File: src/hw/rtl/lav_pkg.sv
// Shared types and constants for the look-at view matrix block.
package lav_pkg;

    localparam int FRAC_BITS_DEF = 16;
    localparam int IN_W          = 288;
    localparam int OUT_DATA_W    = 128;
    localparam int OUT_USER_W    = 6;
    localparam int EL_W          = 33;
    localparam int QUEUE_DEPTH   = 2;

    // three vector elements, signed, sign extended to EL_W bits
    typedef logic [2:0][EL_W-1:0] t_vec3;
    typedef logic [2:0][31:0]     t_eye3;

    // one classified word handed from the front end to the back end
    typedef struct packed {
        t_eye3 eye;
        t_vec3 ds;
        t_vec3 us;
        logic  bad;
    } t_job;

endpackage

File: src/hw/rtl/lav_queue.sv
// Short queue of classified words between front and back end.
module lav_queue (
    input  logic            i_clk,
    input  logic            i_rst_n,
    input  logic            i_valid,
    output logic            o_ready,
    input  lav_pkg::t_job   i_data,
    output logic            o_valid,
    input  logic            i_ready,
    output lav_pkg::t_job   o_data
);

    localparam int DEPTH = lav_pkg::QUEUE_DEPTH;
    localparam int PW    = (DEPTH > 1) ? $clog2(DEPTH) : 1;
    localparam int CW    = $clog2(DEPTH + 1);

    lav_pkg::t_job  r_mem [DEPTH];
    logic [PW-1:0]  r_wp;
    logic [PW-1:0]  r_rp;
    logic [CW-1:0]  r_cnt;
    logic           push;
    logic           pop;

    assign o_ready = (r_cnt != CW'(DEPTH));
    assign o_valid = (r_cnt != '0);
    assign o_data  = r_mem[r_rp];
    assign push    = i_valid && o_ready;
    assign pop     = o_valid && i_ready;

    always_ff @(posedge i_clk) begin
        if (push) r_mem[r_wp] <= i_data;
    end

    always_ff @(posedge i_clk) begin
        if (!i_rst_n) begin
            r_wp  <= '0;
            r_rp  <= '0;
            r_cnt <= '0;
        end else begin
            if (push) r_wp <= (r_wp == PW'(DEPTH - 1)) ? '0 : r_wp + PW'(1);
            if (pop)  r_rp <= (r_rp == PW'(DEPTH - 1)) ? '0 : r_rp + PW'(1);
            if (push && !pop)      r_cnt <= r_cnt + CW'(1);
            else if (pop && !push) r_cnt <= r_cnt - CW'(1);
        end
    end

endmodule

File: config.mk
export PLATFORM = sky130hd
export DESIGN_NAME = lav_queue
export DESIGN_NICKNAME = d
export VERILOG_FILES = /design/src/hw/rtl/lav_pkg.sv /design/src/hw/rtl/lav_queue.sv
export SDC_FILE = /design/constraint.sdc
export NUM_CORES = 1
export LEC_CHECK = 0
export ABC_AREA = 1
export BUFFER_PORTS_ARGS = -buffer_cell sky130_fd_sc_hd__buf_2
export CAP_MARGIN = 20
export CORE_ASPECT_RATIO = 1.2
export CORE_MARGIN = 2
export CORE_UTILIZATION = 25
export DETAILED_ROUTE_END_ITERATION = 12
export HOLD_SLACK_MARGIN = 0.05
export PLACE_DENSITY = 0.49
export SYNTH_ARGS = -nofsm -noshare
export SYNTH_HDL_FRONTEND = slang
export SYNTH_SLANG_ARGS = --single-unit
File: constraint.sdc
create_clock -name i_clk -period 40.7 [get_ports i_clk]
set_input_delay 0 -clock i_clk [delete_from_list [all_inputs] [get_ports i_clk]]
set_output_delay 0 -clock i_clk [all_outputs]
set_load 0.02 [all_outputs]
## Yosys cells after proc, flatten, opt, wreduce, memory -nomap -nowiden

Memories as Yosys holds them, arrays and structs flattened. A register that Yosys moved wholly into a read port is not among the register bits.
Index checks and enable logic that the tools add are counted.

- Memory bits (writable): 590
- ROM bits: 0
- Bits in latches: 0
- Logic and storage cells: 25
- Output and inout port bits: 297
- Register bits: 4
- Bits of input ports: 299
- Memories kept: 1

Memories:

| name | words | width | read ports | clocked after Yosys merged registers in | write ports | RTL line | text |
|---|---|---|---|---|---|---|---|
| r_mem | 2 | 295 | 1 | 1 | 1 | lav_queue.sv:17 | `lav_pkg::t_job r_mem [DEPTH];` |

- Reductions and logical operators: 8
- Multiplexer cells: 8
- Order comparisons: 0
- Shift-type cells: 0
- Bitwise logic cells: 0
- Div/mod/pow operators: 0
- Multiply operators: 0
- Equal/unequal tests: 1
- Add/subtract/negate cells: 4

Operator list:

| operator | count |
|---|---|
| $mux W1 | 6 |
| $logic_and A1 B1 Y1 | 4 |
| $mux W2 | 2 |
| $reduce_bool A2 Y1 | 2 |
| $add A1 B1 Y1 const B | 2 |
| $add A2 B1 Y2 const B | 1 |
| $logic_not A1 Y1 | 2 |
| $ne A2 B2 Y1 const B | 1 |
| $sub A2 B1 Y2 const B | 1 |

## Longest topological paths before layout

Gate-level depths: netlist of run 1.

- Depth after elaboration: 6
- Mapped depth: 11
- Depth with buffers taken out: 11

## Worst setup path before layout of run 1

No wires, ideal clock.

- Kind: register to register
- Start point: register r_cnt[0]
- End point: memory r_mem[0][0] in the netlist's numbering, enable pin
- Arrival: 12.940 ns
- Required time: 39.743 ns
- Slack: 26.803 ns
- Cell stages (with the launch flop): 5
- Period minus slack after synthesis: 13.897 ns
- Path through: dfxtp_1 inv_1 nand2_1 nand2_1 nor2_1

- Longest elaborated chain between the ends: 4

Ends and longest elaborated chain:

| what | RTL line | text |
|---|---|---|
| from (decl) | lav_queue.sv:20 | `logic [CW-1:0] r_cnt;` |
| from (signal assigned) | lav_queue.sv:42 | `if (push && !pop) r_cnt <= r_cnt + CW'(1);` |
| from (signal assigned) | lav_queue.sv:43 | `else if (pop && !push) r_cnt <= r_cnt - CW'(1);` |
| $ne A2 B2 Y1 | lav_queue.sv:24 | `assign o_ready = (r_cnt != CW'(DEPTH));` |
| via o_ready | lav_queue.sv:6 | `output logic o_ready,` |
| $logic_and A1 B1 Y1 | lav_queue.sv:27 | `assign push = i_valid && o_ready;` |
| $mux W1 | lav_queue.sv:31 | `if (push) r_mem[r_wp] <= i_data;` |
| $mux W1 (not written as such) | lav_queue.sv:31 |  |
| to (decl) | lav_queue.sv:17 |  |

The timed path passes the listed nets, and every way through them passes these cells.

==> impl_metrics.json, run 1 <==
{
  "status": "completed",
  "p_clk_frac": 0.292,
  "yosys_warnings": 0,
  "synth_top_area_frac": 0.816,
  "numCtsBuffers": 60,
  "nets": 2191,
  "grt_pass1_vias": 13402,
  "power.switching_mw": 0.527,
  "holdPathEnd": "r_mem[0][173]",
  "ys_seq_elements": 595,
  "r2r_slack_ns": 37.35,
  "core_area_mm2": 0.0862,
  "timing_worst_slew_pin_value_ns": 1.19,
  "multi_input_comb_area_mm2": 0.00352,
  "drt_iter0_markers": 655,
  "wire_per_inst_um": 17.5,
  "cp.required_ns": 40.70,
  "clk_pin_slew_ns": 0.06,
  "finalCriticalPeriod_ns": 3.76,
  "critPathMaxFanout": 67,
  "track_usage": 0.115,
  "antenna_found_initial": 1,
  "fp.dieH_um": 327,
  "post-route-period-util": 0.0923,
  "ios": 596,
  "clock-sinks": 595,
  "fin_setup_tns_ns": 0,
  "skew_ns": 0.0136,
  "yosys-top-cells-area": "edfxtp_1 (82%), mux2_2 (14%), buf_6 (1.5%)",
  "row_count": 118,
  "dpl.cell_count": 2667,
  "hold_path_class": "in2reg",
  "first_pass_iters": 4,
  "p_leak_nw": 11.4,
  "fin_util": 0.357,
  "comb_power_share": 0.258,
  "synth_area_mm2": 0.0217,
  "synthTopCellsByCount": "edfxtp_1 (590), mux2_2 (274), buf_6 (29)",
  "grt_setup_unrepaired": "false",
  "yosysSeqAreaShare": 0.821,
  "worstSetupPathType": "reg2out",
  "intPower_mw": 1.25,
  "peakVddDrop_v": 0.0000402,
  "place.gp.congestion": 0.795,
  "finalHoldViolCount": 0,
  "setup_viol": 0,
  "cts_root_buffer": "clkbuf_16",
  "synth_cells": 955,
  "cap_violations": 0,
  "synthArstFlopShare": 0,
  "relSlewSlack": 0.207,
  "synth_top_area_cell": "edfxtp_1",
  "synth_ff_type": "edfxtp_1",
  "whs_path_depth": 2,
  "initial_core_util": 0.252,
  "wl_mm": 54.1,
  "crit_path_start_kind": "flip-flop",
  "grt_max_degree": 152,
  "ctsHtreeMaxLevel": 2,
  "holdWs_ns": 0.110,
  "clock_latency_ns": 0.62,
  "die-area_mm2": 0.0892,
  "rr_worst_depth": 6,
  "r2r-end": "r_mem[0][263]",
  "drc": 0,
  "p_per_area_mw_per_mm2": 57.8,
  "overflow": 0,
  "synth.most_common_cell": "edfxtp_1",
  "fmax_mhz": 266,
  "syn_area_per_cell_um2": 22.7,
  "grt_pass1_wl_mm": 79.0,
  "min-delay-start": "i_data[173]",
  "drv_slew": 0,
  "synth_cell_types": 16,
  "port_buffers": 595,
  "tritoncts": "done",
  "fillers": 8244,
  "arrival_ns": 3.76,
  "vias": 12237,
  "pwr-share-seq": 0.450,
  "crit_path_end_kind": "output port",
  "areaGrowthSynthToFinish_pct": 41.7,
  "viasPerCell": 3.97,
  "finalNonFillerCells": 3081,
  "drive_gt1_frac": 0.507,
  "seqCellArea_mm2": 0.0178,
  "r2r-start": "r_cnt[0]",
  "synth_nets": 1255,
  "clockBufferDepth": 3,
  "switching_share": 0.297,
  "dp_hpwl_mm": 36.8,
  "die_w_um": 273,
  "antenna_left": 0,
  "synth_edf_count": 590
}
[power by group through the flow]
stage	registers [mW]	logic [mW]	clock network (mW)
2_1_floorplan	0.846	0.301	0
3_3_place_gp	0.812	0.437	0
3_5_place_dp	0.813	0.441	0
4_1_cts	0.801	0.467	0.537
5_1_grt	0.807	0.487	0.560
6_report	0.800	0.458	0.519
[cells by family (layout without fill, tap and decap cells)]
logic type      after synthesis  count (layout)  share of synthesized area
flops                       595             595                      0.821
mux                         295             295                      0.157
buf+inv                      41            1026                     0.0174
simple gates                 19              19                    0.00346
compound gates                4               4                    0.00104
fa+ha+maj                     1               1                   0.000576
other cells                   0               1                          0
[how the worst max path moves through the flow]
stage                    end  slack [ns]
6_report         o_data[279]       36.94
5_1_grt          o_data[257]       36.65
4_1_cts          o_data[279]       36.80
3_5_place_dp   r_mem[0][236]       37.34
3_3_place_gp   r_mem[0][236]       37.45
2_1_floorplan    r_mem[0][0]       26.80
[cell type report]
class | count | share of cell area
sequential | 595 | 0.580
clock buffer | 71 | 0.0502
inverter | 8 | 0.000977
multi-input combinational | 319 | 0.115
clock inverter | 40 | 0.00989
tap | 1140 | 0.0464
antenna | 1 | 0.0000814
timing repair buffer | 907 | 0.198
[cell usage in the layout, fill, tap and decap left out, types with 2 or more instances in the layout]
master,instances
buf_12,2
buf_2,595
buf_4,8
bufinv_16,4
clkbuf_1,11
clkbuf_16,60
clkinv_1,18
clkinv_2,13
clkinv_4,3
dfxtp_1,4
dlygate4sd3_1,302
edfxtp_1,590
inv_1,8
mux2_2,274
mux2_4,20
nand2_1,9
nor2_1,6
nor2_4,2
o21ai_0,2
[per-stage QoR]
stage	area, um^2	setup slack [ns]	power (mW)
finish	30700	36.94	1.78
CTS	30700	36.80	1.80
detailed placement	25900	37.34	1.25
global route	30700	36.65	1.85
global placement	25900	37.45	1.25
floorplan	21700	26.80	1.15
[registers in the layout, indices dropped and copies added, names as in the netlist, named ones only]
| name | count |
|---|---|
| r_rp | 1 |
| r_wp | 1 |
| r_mem | 590 |
| r_cnt | 2 |
[critical path, stage by stage (launching register included)]
cell and delay (ns):
dfxtp_4 0.74, buf_4 0.85, buf_4 0.83, mux2_2 0.43, buf_2 0.16
[timing repair]
item,CTS,global route
hold buffers,302,0
setup endpoints to repair,0,0
gates resized for setup,0,0
endpoints found under the hold margin,627,0
buffers inserted,0,0
[metal layers]
layer	global-route usage	part of all wire
met1	0.127	0.38
met2	0.213	0.54
met3	0.0264	0.060
met4	0.0431	0.030
met5	0	0
Power figures use the tool's default switching activity.
==> inputs of run 2 (changes only) <==
- ABC_AREA: 1 -> 0
- clock period: 40.7 -> 3.65 ns (I/O delays scaled with it)
==> run 2 against run 1 <==
  * Design area increased by 4.8%
  * Utilization rose by 0.41 points
  * Critical endpoint is now o_data[275]
  * Sequential share of layout area fell by 2.7 points
  * Largest power group unchanged
  * Critical path type unchanged
  * Register-to-register slack lost 36 ns
  * Global-route usage is 0.41 points higher
  * Via count up 1.4%
==> impl_metrics.json, run 2 <==
{
  "fp.dieH_um": 333,
  "whs_path_depth": 2,
  "synth_area_mm2": 0.0226,
  "fillers": 8440,
  "antenna_left": 0,
  "min-delay-start": "i_data[83]",
  "cts_resized": 0,
  "top_register": "r_mem",
  "numCtsBuffers": 61,
  "post-route-period-util": 0.675,
  "vias": 12408,
  "intPower_mw": 14.9,
  "nets": 2221,
  "comb_power_share": 0.308,
  "synth_compound_area_frac": 0.00155,
  "crit_path_start_kind": "flip-flop",
  "wl_mm": 57.6,
  "antenna_found_initial": 3,
  "die-area_mm2": 0.0927,
  "synth_edf_count": 590,
  "drv_slew": 0,
  "overflow": 0,
  "ctsHtreeMaxLevel": 2,
  "peakVddDrop_v": 0.000449,
  "muxShareOfSynthArea": 0.189,
  "clk_pin_slew_ns": 0.06,
  "core_area_mm2": 0.0893,
  "clock_latency_ns": 0.62,
  "layout_common_cells": "buf_2 (595), edfxtp_1 (590), dlygate4sd3_1 (314)",
  "synthArstFlopShare": 0,
  "drc": 0,
  "syn_area_per_cell_um2": 24.0,
  "tritoncts": "done",
  "synth_nets": 1242,
  "clock-sinks": 595,
  "row_count": 120,
  "cap_violations": 0,
  "pre_cts_ws_ns": 1.60,
  "dpl.cell_count": 2703,
  "rr_worst_depth": 4,
  "yosys-top-cells-area": "edfxtp_1 (79%), mux2_4 (17%), mux2_2 (2.2%)",
  "wire_per_inst_um": 18.4,
  "initial_core_util": 0.253,
  "p_leak_nw": 12.4,
  "drt_iter0_markers": 610,
  "synth_xor_area_frac": 0.00116,
  "finalHoldViolCount": 0,
  "ios": 596,
  "power.switching_mw": 6.43,
  "timing_worst_slew_pin_value_ns": 0.698,
  "worstSetupPathType": "reg2out",
  "final_common_cell": "buf_2",
  "skew_ns": 0.0103,
  "arrival_ns": 2.46,
  "first_pass_iters": 7,
  "setup_viol": 0,
  "dpl_cell_area_mm2": 0.0272,
  "seqCellArea_mm2": 0.0178,
  "holdBufCountCts": 314,
  "synth_cells": 942,
  "cts_root_buffer": "clkbuf_16",
  "finalNonFillerCells": 3130,
  "viasPerCell": 3.96,
  "holdWs_ns": 0.105,
  "synth.most_common_cell": "edfxtp_1",
  "synth_ff_type": "edfxtp_1",
  "cpPeakStageDelay_ns": 0.64,
  "holdPathEnd": "r_mem[0][83]",
  "port_buffers": 595,
  "p_clk_frac": 0.280,
  "r2r_slack_ns": 1.59,
  "fin_util": 0.361,
  "grt_pass1_wl_mm": 83.6,
  "dp_hpwl_mm": 40.4,
  "place.gp.congestion": 0.759,
  "drive_gt1_frac": 0.517,
  "hold_path_class": "in2reg",
  "synthTopCellsByCount": "edfxtp_1 (590), mux2_4 (250), mux2_2 (45)",
  "cp.required_ns": 3.65,
  "cp_slowest_cell": "dfxtp_4",
  "pwr-share-seq": 0.412,
  "cts_setup_buffers": 0,
  "synth_top_area_cell": "edfxtp_1",
  "critPathMaxFanout": 30,
  "cp_cell_sequence": "buf_12 > buf_4 > mux2_2 > buf_2",
  "synthAdderAreaFrac": 0.000554,
  "ys_seq_elements": 595,
  "clockBufferDepth": 3,
  "largest_reg_flops": 590,
  "multi_input_comb_area_mm2": 0.00440,
  "grt_max_degree": 84,
  "finalCriticalPeriod_ns": 2.46,
  "relSlewSlack": 0.535,
  "synth_top_area_frac": 0.785,
  "synth_cell_types": 21,
  "synthSimpleGateAreaFrac": 0.00288,
  "yosysSeqAreaShare": 0.790,
  "r2r-start": "r_cnt[1]",
  "switching_share": 0.302,
  "grt_setup_unrepaired": "false",
  "crit_path_end_kind": "output port",
  "fin_ws_ns": 1.19,
  "reg_top3": "r_mem (590), r_cnt (2)",
  "r2r-end": "r_mem[0][63]",
  "track_usage": 0.119,
  "fmax_mhz": 406,
  "p_per_area_mw_per_mm2": 661,
  "fin_setup_tns_ns": 0,
  "synth_top_family_by_area": "multiplexers",
  "yosys_warnings": 0,
  "areaGrowthSynthToFinish_pct": 42.8,
  "grt_pass1_vias": 13830,
  "status": "completed",
  "die_w_um": 278,
  "power_mw": 21.3,
  "postLayoutCellArea_mm2": 0.0322
}
## run 2: cell count changes in the layout (fill, tap and decap cells not counted), moves of 6 or more
cell | before | now
buf_12 | 2 | 17
buf_4 | 8 | 23
clkinv_2 | 13 | 7
dlygate4sd3_1 | 302 | 314
inv_1 | 8 | 0
mux2_2 | 274 | 45
mux2_4 | 20 | 250
nand2_1 | 9 | 0
nor2_1 | 6 | 0
## run 2: layer usage
metal,GRT usage,part of all wire
met5,0,0
met2,0.227,0.54
met3,0.0299,0.062
met1,0.124,0.36
met4,0.0452,0.032
## run 2: kinds of logic after synthesis
group                    after synthesis
buffers and inverters                 34
multiplexers                         295
flip-flops                           595
adder cells (fa/ha/maj)                1
XOR/XNOR                               3
AO/OA/AOI/OAI                          5
AND/OR/NAND/NOR                        9
## run 2: final cells by class
type                            count  share of cell area
Sequential cell                   595               0.553
Tap cell                         1159              0.0450
Antenna cell                        2            0.000155
Clock buffer                       78              0.0507
Clock inverter                     33             0.00839
Multi-Input combinational cell    313               0.137
Inverter                            1            0.000233
Timing Repair Buffer              949               0.206
## run 2: power groups by stage
stage          Clock (mW)  Sequential (mW)  Combinational (mW)
3_5_place_dp            0             8.93                6.38
5_1_grt              6.42             8.85                6.92
3_3_place_gp            0             8.88                6.37
6_report             5.95             8.78                6.56
4_1_cts              6.17             8.78                6.69
2_1_floorplan           0             8.98                4.36
## run 2: how the worst max path moves through the flow
stage,from,end,slack (ns)
2_1_floorplan,r_cnt[0],r_mem[0][0],-1.81
3_3_place_gp,r_cnt[0],r_mem[1][172],1.61
3_5_place_dp,r_cnt[0],r_mem[1][37],1.60
4_1_cts,flip-flop,o_data[275],1.08
5_1_grt,flip-flop,o_data[275],1.04
6_report,flip-flop,o_data[275],1.19
## run 2: critical path: cells and delay by family, from the launching register on
family,cells,cell delay (ns)
multiplexers,1,0.35
buffers and inverters,3,0.76
flip-flops,1,0.64
