===== src/hw/rtl/lav_pkg.sv =====
// Shared types and constants for the look-at view matrix block.
package lav_pkg;

    localparam int FRAC_BITS_DEF = 16;
    localparam int IN_W          = 288;
    localparam int OUT_DATA_W    = 128;
    localparam int OUT_USER_W    = 6;
    localparam int EL_W          = 33;
    localparam int QUEUE_DEPTH   = 2;

    // three vector elements, signed, sign extended to EL_W bits
    typedef logic [2:0][EL_W-1:0] t_vec3;
    typedef logic [2:0][31:0]     t_eye3;

    // one classified word handed from the front end to the back end
    typedef struct packed {
        t_eye3 eye;
        t_vec3 ds;
        t_vec3 us;
        logic  bad;
    } t_job;

endpackage


===== src/hw/rtl/lav_bscale.sv =====
// Block scaler: shifts a vector one bit a cycle until its largest magnitude sits in [2^29, 2^30).
module lav_bscale #(
    parameter int W = 33
) (
    input  logic                i_clk,
    input  logic                i_rst_n,
    input  logic                i_start,
    input  logic [2:0][W-1:0]   i_vec,
    output logic                o_done,
    output logic                o_zero,
    output lav_pkg::t_vec3      o_vec
);

    localparam logic [1:0] BS_IDLE  = 2'd0;
    localparam logic [1:0] BS_MAX   = 2'd1;
    localparam logic [1:0] BS_SHIFT = 2'd2;

    logic [1:0]         r_st;
    logic [2:0][W-1:0]  r_mag;
    logic [2:0]         r_sgn;
    logic [W-1:0]       r_m;
    logic [W-1:0]       max01;
    logic               m_hi;
    logic               m_lo;
    logic               m_zero;
    logic [lav_pkg::EL_W-1:0] mag_ext [3];

    assign m_hi   = |r_m[W-1:30];
    assign m_lo   = ~|r_m[W-1:29];
    assign m_zero = (r_m == '0);
    assign max01  = (r_mag[0] > r_mag[1]) ? r_mag[0] : r_mag[1];

    assign o_done = (r_st == BS_SHIFT) && (m_zero || (!m_hi && !m_lo));
    assign o_zero = m_zero;

    always_comb begin
        for (int k = 0; k < 3; k++) begin
            mag_ext[k] = {2'b00, r_mag[k][30:0]};
            o_vec[k]   = r_sgn[k] ? (-mag_ext[k]) : mag_ext[k];
        end
    end

    always_ff @(posedge i_clk) begin
        if (!i_rst_n) begin
            r_st <= BS_IDLE;
        end else begin
            unique case (r_st)
                BS_IDLE: begin
                    if (i_start) begin
                        for (int k = 0; k < 3; k++) begin
                            r_sgn[k] <= i_vec[k][W-1];
                            r_mag[k] <= i_vec[k][W-1] ? (W'(0) - i_vec[k]) : i_vec[k];
                        end
                        r_st <= BS_MAX;
                    end
                end
                BS_MAX: begin
                    r_m  <= (max01 > r_mag[2]) ? max01 : r_mag[2];
                    r_st <= BS_SHIFT;
                end
                BS_SHIFT: begin
                    if (m_zero || (!m_hi && !m_lo)) begin
                        r_st <= BS_IDLE;
                    end else if (m_hi) begin
                        // right shifts truncate each step, same as one long shift
                        r_m <= r_m >> 1;
                        for (int k = 0; k < 3; k++) r_mag[k] <= r_mag[k] >> 1;
                    end else begin
                        r_m <= r_m << 1;
                        for (int k = 0; k < 3; k++) r_mag[k] <= r_mag[k] << 1;
                    end
                end
                default: r_st <= BS_IDLE;
            endcase
        end
    end

endmodule


===== src/hw/rtl/lav_front.sv =====
// Front end: takes input words, forms target minus eye and block-scales direction and up.
module lav_front (
    input  logic                       i_clk,
    input  logic                       i_rst_n,
    input  logic                       i_valid,
    output logic                       o_ready,
    input  logic [lav_pkg::IN_W-1:0]   i_data,
    output logic                       o_job_valid,
    input  logic                       i_job_ready,
    output lav_pkg::t_job              o_job
);

    localparam logic [1:0] FR_IDLE  = 2'd0;
    localparam logic [1:0] FR_SCALE = 2'd1;
    localparam logic [1:0] FR_PUSH  = 2'd2;

    logic [1:0]        r_st;
    lav_pkg::t_eye3    r_eye;
    lav_pkg::t_vec3    r_ds;
    lav_pkg::t_vec3    r_us;
    logic              r_dd;
    logic              r_ud;
    logic              r_zd;
    logic              r_zu;

    logic              accept;
    logic [2:0][32:0]  dir;
    logic [2:0][31:0]  upv;
    lav_pkg::t_eye3    eye_in;
    logic              d_done;
    logic              d_zero;
    logic              u_done;
    logic              u_zero;
    lav_pkg::t_vec3    d_vec;
    lav_pkg::t_vec3    u_vec;

    assign o_ready = (r_st == FR_IDLE);
    assign accept  = o_ready && i_valid;

    always_comb begin
        for (int k = 0; k < 3; k++) begin
            eye_in[k] = i_data[32*k +: 32];
            upv[k]    = i_data[192 + 32*k +: 32];
            // exact 33-bit difference
            dir[k]    = {i_data[96 + 32*k + 31], i_data[96 + 32*k +: 32]}
                        - {eye_in[k][31], eye_in[k]};
        end
    end

    lav_bscale #(.W(33)) u_dir_scale (
        .i_clk   (i_clk),
        .i_rst_n (i_rst_n),
        .i_start (accept),
        .i_vec   (dir),
        .o_done  (d_done),
        .o_zero  (d_zero),
        .o_vec   (d_vec)
    );

    lav_bscale #(.W(32)) u_up_scale (
        .i_clk   (i_clk),
        .i_rst_n (i_rst_n),
        .i_start (accept),
        .i_vec   (upv),
        .o_done  (u_done),
        .o_zero  (u_zero),
        .o_vec   (u_vec)
    );

    assign o_job_valid = (r_st == FR_PUSH);
    assign o_job       = '{eye: r_eye, ds: r_ds, us: r_us, bad: r_zd | r_zu};

    always_ff @(posedge i_clk) begin
        if (!i_rst_n) begin
            r_st <= FR_IDLE;
            r_dd <= 1'b0;
            r_ud <= 1'b0;
        end else begin
            unique case (r_st)
                FR_IDLE: begin
                    if (accept) begin
                        r_eye <= eye_in;
                        r_dd  <= 1'b0;
                        r_ud  <= 1'b0;
                        r_st  <= FR_SCALE;
                    end
                end
                FR_SCALE: begin
                    if (d_done) begin
                        r_ds <= d_vec;
                        r_zd <= d_zero;
                        r_dd <= 1'b1;
                    end
                    if (u_done) begin
                        r_us <= u_vec;
                        r_zu <= u_zero;
                        r_ud <= 1'b1;
                    end
                    if ((r_dd || d_done) && (r_ud || u_done)) r_st <= FR_PUSH;
                end
                FR_PUSH: begin
                    if (i_job_ready) r_st <= FR_IDLE;
                end
                default: r_st <= FR_IDLE;
            endcase
        end
    end

endmodule


===== config.mk =====
export PLATFORM = sky130hd
export DESIGN_NAME = lav_front
export DESIGN_NICKNAME = d
export VERILOG_FILES = /design/src/hw/rtl/lav_pkg.sv /design/src/hw/rtl/lav_bscale.sv /design/src/hw/rtl/lav_front.sv
export SDC_FILE = /design/constraint.sdc
export NUM_CORES = 2
export LEC_CHECK = 0
export ABC_AREA = 1
export BUFFER_PORTS_ARGS = -buffer_cell sky130_fd_sc_hd__buf_4
export CELL_PAD_IN_SITES_DETAIL_PLACEMENT = 2
export CELL_PAD_IN_SITES_GLOBAL_PLACEMENT = 2
export CORE_ASPECT_RATIO = 0.7
export CORE_MARGIN = 4
export CORE_UTILIZATION = 31
export CTS_BUF_LIST = sky130_fd_sc_hd__clkbuf_4 sky130_fd_sc_hd__clkbuf_8
export DETAILED_ROUTE_END_ITERATION = 6
export GPL_ROUTABILITY_DRIVEN = 0
export GPL_TIMING_DRIVEN = 1
export PLACE_DENSITY_LB_ADDON = 0.1
export SYNTH_ARGS = -nofsm -noshare
export SYNTH_HDL_FRONTEND = slang
export SYNTH_SLANG_ARGS = --single-unit
export TNS_END_PERCENT = 20

===== constraint.sdc =====
create_clock -name i_clk -period 17.3 [get_ports i_clk]
set_input_delay 1.73 -clock i_clk [delete_from_list [all_inputs] [get_ports i_clk]]
set_output_delay 1.73 -clock i_clk [all_outputs]
set_load 0.02 [all_outputs]

* Yosys cells after proc, flatten, opt, wreduce, memory -nomap -nowiden
Cells that the tools add are included.
** Operators by class
- Add/sub/neg operators :: 15
- Multiply operators :: 0
- Div/mod/pow operators :: 0
- $lt $le $gt $ge :: 4
- Equal/unequal tests :: 17
- Shift-type cells :: 0
- Mux-type cells :: 43
- Bitwise gates (word level) :: 1
- Reductions and logical operators :: 40
** Operators with widths (count)
- $mux W99 :: 3
- $mux W96 :: 3
- $mux W33 :: 7
- $mux W32 :: 7
- $neg A31 Y33 :: 6
- $pmux W99 S2 :: 1
- $pmux W96 S2 :: 1
- $mux W31 :: 6
- $sub A1 B33 Y33 const A :: 3
- $sub A32 B32 Y33 :: 3
- $sub A1 B32 Y32 const A :: 3
- $gt A33 B33 Y1 :: 2
- $pmux W33 S2 :: 1
- $gt A32 B32 Y1 :: 2
- $pmux W32 S2 :: 1
- $logic_not A33 Y1 :: 1
- $logic_not A32 Y1 :: 1
- $reduce_and A3 Y1 :: 10
- $ne A2 B2 Y1 const B :: 9
- $pmux W2 S3 :: 3
- $mux W2 :: 5
- $reduce_bool A2 Y1 :: 5
- $reduce_and A4 Y1 :: 2
- $eq A2 B1 Y1 const B :: 3
- other kinds (13) :: 32
** Storage, ports and cells
- Register bits after elaboration :: 570
- Bits in latches :: 0
- Bits in writable memories :: 0
- Memory bits (read-only) :: 0
- Input bits :: 292
- Output and inout port bits :: 297
- Logic and storage cells :: 152
- Memories :: 0

* Logic depth before layout (Yosys ltp)
- Depth after elaboration :: 9
- Gate-level depth with buffers :: 31
- Depth with buffers taken out :: 28

* Hierarchy
From an unflattened synthesis, not the netlist that was laid out.
** Second synthesis, totals
- Cell total of the unflattened synthesis :: 5995
- Area total of the unflattened synthesis :: 44422.6 um^2
** By module, submodules not included
- lav_front :: instances 1, cells each 1999, area an instance 16829.9 um^2, sequential area each 8968.6 um^2
- lav_bscale at u_dir_scale :: instances 1, cells each 2045, area an instance 14036.0 um^2, sequential area each 4093.9 um^2
- lav_bscale at u_up_scale :: instances 1, cells each 1951, area an instance 13556.8 um^2, sequential area each 3973.8 um^2

* Worst setup path after synthesis
Ideal clock, no wire load.
- Path kind :: input-to-reg
- Start :: input i_valid
- End :: register u_dir_scale.r_mag, in the netlist u_dir_scale.mag_ext[0], enable pin
- Setup time :: 1.081 ns
- Data arrival time :: 17.295 ns
- Data required time :: 16.219 ns
- Path slack :: -1.076 ns
- Cell stages on the path :: 2
- Buffers on the path :: 0
- Path through :: nand2_1 > a2111oi_0
** Between the ends
- Longest elaborated chain between the ends :: 3
** RTL lines
- start: declaration :: RTL line lav_front.sv:5 : input logic i_valid,
- $logic_and A1 B1 Y1 :: RTL line lav_front.sv:38 : assign accept = o_ready && i_valid;
- $ne A2 B2 Y1 (no line)
- $reduce_and A4 Y1 (no line)
- end signal: indexed assignment :: RTL line lav_bscale.sv:52 : r_mag[k] <= i_vec[k][W-1] ? (W'(0) - i_vec[k]) : i_vec[k];
- end: declaration :: RTL line lav_bscale.sv:19 : logic [2:0][W-1:0] r_mag;
Every way passes these cells.
A chain may end at the register's enable or synchronous reset.

* Worst setup path in the final report
- Start :: register u_up_scale.r_mag, in the netlist u_up_scale.mag_ext[96]
- End :: register u_up_scale.r_m[30], data pin
** Between the ends
- Longest elaborated chain between the ends :: 5
** RTL lines
- start: declaration :: RTL line lav_bscale.sv:19
- start signal: indexed assignment :: RTL line lav_bscale.sv:52
- $gt A32 B32 Y1 :: RTL line lav_bscale.sv:31 : assign max01 = (r_mag[0] > r_mag[1]) ? r_mag[0] : r_mag[1];
- $mux W32 (*) :: RTL line lav_bscale.sv:31
- $gt A32 B32 Y1 :: RTL line lav_bscale.sv:58 : r_m <= (max01 > r_mag[2]) ? max01 : r_mag[2];
- $mux W32 (*) :: RTL line lav_bscale.sv:58
- $pmux W32 S2 (*) :: RTL line lav_bscale.sv:47 : unique case (r_st)
- end signal: assignment :: RTL line lav_bscale.sv:58
- end signal: assignment :: RTL line lav_bscale.sv:66 : r_m <= r_m >> 1;
- end signal: assignment :: RTL line lav_bscale.sv:69 : r_m <= r_m << 1;
- end: declaration :: RTL line lav_bscale.sv:21 : logic [W-1:0] r_m;
Mark *: on every way between the ends. The rest lies on a longest branch, timed or not.

==> results.md <==
- Status: completed
- I/O Buffers: 588
- Unrepaired setup endpoints after global routing: no
- Number of gates resized after CTS: 0
- # fillers: 16600
- Reg clk slew, reported paths: approximately 0.070 ns
- Top_reg_cell synth: edfxtp_1
- Setup CP Type: flop to flop
- Clk Latency, worst-skew pair: 0.88 ns
- Worst path required time: 17.90 ns
- Peak Freq: 0.150 GHz
- Syn_nets: around 6600
- Layout area overhead: 19.0%
- Gr usage total: 0.263
- Post-Synth Adder-Cell Area: 0.0688
- DRT iter0 DRCs: approximately 3400
- Rel. slew slack: 0.205
- Residual DRC count: 0
- VDD IR-drop max: 50.8 uV
- Setup TNS Final: 0 ns
- Drt first pass iters: 5
- CP startpoint kind: flop
- Critical path data arrival time: 7.28 ns
- Worst setup margin: roughly 11 ns
- Synth warn: 0
- Die area: 0.149 mm2
- MaxCap Viol Count: 0
- Vias in the first global route: 47000
- Critical path peak fanout: 62
- Placed insts: approximately 8400
- Tcrit/Tclk final: 0.386
- Complex-gate fraction of the synthesized area: 0.143
- Area of the multi-input gates: roughly 0.023 mm2
- Area share of and/or/nand/nor cells after synthesis: 0.267
- Routed len/inst: roughly 23 um
- Max-slew violations: 0
- Reg area: between 0.015 and 0.02 mm2
- # setup viols final: 0
- DIE WIDTH: roughly 460 um
- Netlist cell types: 64
- Top cells by area, synth: edfxtp_1, nand2_1, inv_1
- Pwr Total: approximately 4.6 mW
- Largest family of logic cells by synthesized area: simple AND/OR/NAND/NOR gates
- Syn avg cell area: a little over 7 um2
- Starting density of the core: 0.313
- Total grt overflow: 0
- Post-Syn Instances: 6080
- WL final: roughly 200 mm
- Clk sink count: 570
- Rows: 115
- Xor/xnor cell area share of the yosys netlist: 0.0361
- I/O pin total: 589
- Synth top area share: 0.382
- Antenna violations before repair: 19
- Sequential share of the synthesized area: 0.386
- Largest net degree at the start of global routing: 95
- Lkg Pwr: between 20 and 25 nW
- Post-CTS Setup Inserts: 0
- # hold bufs at CTS: 0
- Vias: between 40000 and 50000
- Die extent in y: roughly 320 um
- Final number of hold-violating endpoints: 0
- Post-Syn Area: 0.0441 mm2
- Post-synth EDFFs: 562
- CTS tree: done
- Commonest non-fill, non-tap cell in the layout: nand2_1
- Fin Clk Skew: 0.0625 ns
- Max H-tree Level: 3
- Core area: 0.141 mm2
- Fraction of layout cells with a size suffix above 1: 0.140
- Tightest Hold Check Type: flop to flop
- Antenna Violating Nets Remaining: 0
- Largest area contributor in the synthesized netlist: edfxtp_1
- Yosys reg bits: 570
- Crit path capture type: flop
- Final Non-Filler Cells: between 8000 and 9000
- Most frequent cells in the layout: nand2_1, inv_1, buf_4
- Via density: roughly 5.2
- Area of placed instances: 0.0505 mm2
- Post-place setup slack: 10.97 ns
- First-pass GRT wire length: 299 mm
- Detailed placement HPWL: 160 mm
- Pwr Density: 86.9 mW/mm2
- Min Tclk post-route: 6.69 ns
- Num CTS Buffers: 106
- Nets: 7165
- FFs w/ async S/R, synth: 0
- Fin area: about 0.053 mm2
- Clk root buf: clkbuf_8
- Tightest Pin Transition: 1.19 ns
- Clk buf depth: 3
- Post-synthesis mux area share: 0.000227
metrics by stage:
stage                     hold WS, ns  utilization
after floorplan                 0.424            -
after CTS                       0.487        0.373
final                           0.479        0.373
after global placement          0.454        0.358
after global routing            0.511        0.373
after detailed placement        0.477        0.358
worst paths after layout:
check	startpoint	end	slack [ns]	cells past startpoint
max	u_up_scale.mag_ext[96]	u_up_scale.r_m[30]	10.61	24
min	r_ud	r_ud	0.48	2
max reg2reg	u_up_scale.mag_ext[96]	u_up_scale.r_m[30]	10.61	24
min reg2reg	r_ud	r_ud	0.48	2
registers in the layout, summed over array words and instances, names as in the netlist:
register and count:
r_zd 1, r_dd 1, u_dir_scale.r_mag 6, u_up_scale.r_mag 3, o_job 294, u_up_scale.mag_ext 93
r_ud 1, u_up_scale.r_st 2, r_zu 1, u_dir_scale.r_st 2, r_st 2, u_dir_scale.mag_ext 93
u_dir_scale.r_sgn 3, u_dir_scale.r_m 33, u_up_scale.r_m 32, u_up_scale.r_sgn 3
critical path, stage by stage (launching register included):
cell      delay [ns]
edfxtp_1        0.63
ha_1            0.39
nand2_1         0.08
nor2_1          0.13
nand4_1         0.20
nor4_1          0.83
nand3_1         0.33
nand2_1         0.16
buf_4           0.52
nand2_1         0.16
o21ai_0         0.19
ha_1            0.32
a21oi_1         0.18
o21ai_0         0.16
nand2_1         0.09
o211ai_1        0.09
nand2_1         0.13
nand2_1         0.22
nand2_1         0.12
nand2_1         0.09
o21ai_4         0.06
buf_4           0.53
inv_1           0.43
nand2_1         0.19
a21oi_1         0.08
cells by family (layout without fill, tap and decap cells):
logic type / count (synthesis) / in the layout
adders and majority gates: 241 / 241
DFF: 570 / 570
muxes: 1 / 1
xor gates and xnor gates: 182 / 182
other: 0 / 10
buffers and inverters: 1138 / 1769
and+or+nand+nor: 2750 / 2750
AOI/OAI and AO/OA: 1198 / 1198
per-layer routing:
layer | wire [um] | part of all wire | global-route usage
met5 | 11 | 0.000055 | 0
met4 | 5060 | 0.025 | 0.0667
met3 | 11900 | 0.059 | 0.0497
met2 | 88100 | 0.44 | 0.408
met1 | 96400 | 0.48 | 0.376
area by class of cell:
cell class | instances | share of cell area
antenna | 10 | 0.000476
multi-input combinational | 4372 | 0.435
clock inverter | 49 | 0.00567
clock buffer | 138 | 0.0326
inverter | 959 | 0.0687
tap | 1872 | 0.0446
timing repair buffer | 623 | 0.0890
sequential | 570 | 0.324
Yosys cell counts, types with 8 or more instances:
cell / number
inv_1: 927
buf_2: 15
and2_1: 14
clkinv_1: 8
nand2_2: 34
ha_1: 238
nand4_1: 83
or2_2: 11
nor4_1: 25
nand2_1: 1487
edfxtp_1: 562
nor2_1: 553
clkbuf_1: 146
inv_2: 23
nand3b_1: 25
o21bai_1: 14
o21ai_1: 50
xor2_1: 178
o21ai_0: 526
o22ai_1: 50
o211ai_1: 20
nor3_2: 16
a31oi_1: 21
nand3_2: 13
a21oi_1: 469
nand3_1: 326
nor2_2: 19
dfxtp_1: 8
nor3_1: 119
power breakdown:
| group | leakage (nW) | total [mW] | switching (mW) | internal [mW] |
|---|---|---|---|---|
| combinational | 18.3 | 1.45 | 1.02 | 0.431 |
| clock | 1.07 | 1.37 | 0.691 | 0.675 |
| sequential | 5.20 | 1.75 | 0.0852 | 1.66 |
No activity file was read; power rests on OpenSTA's default activity.
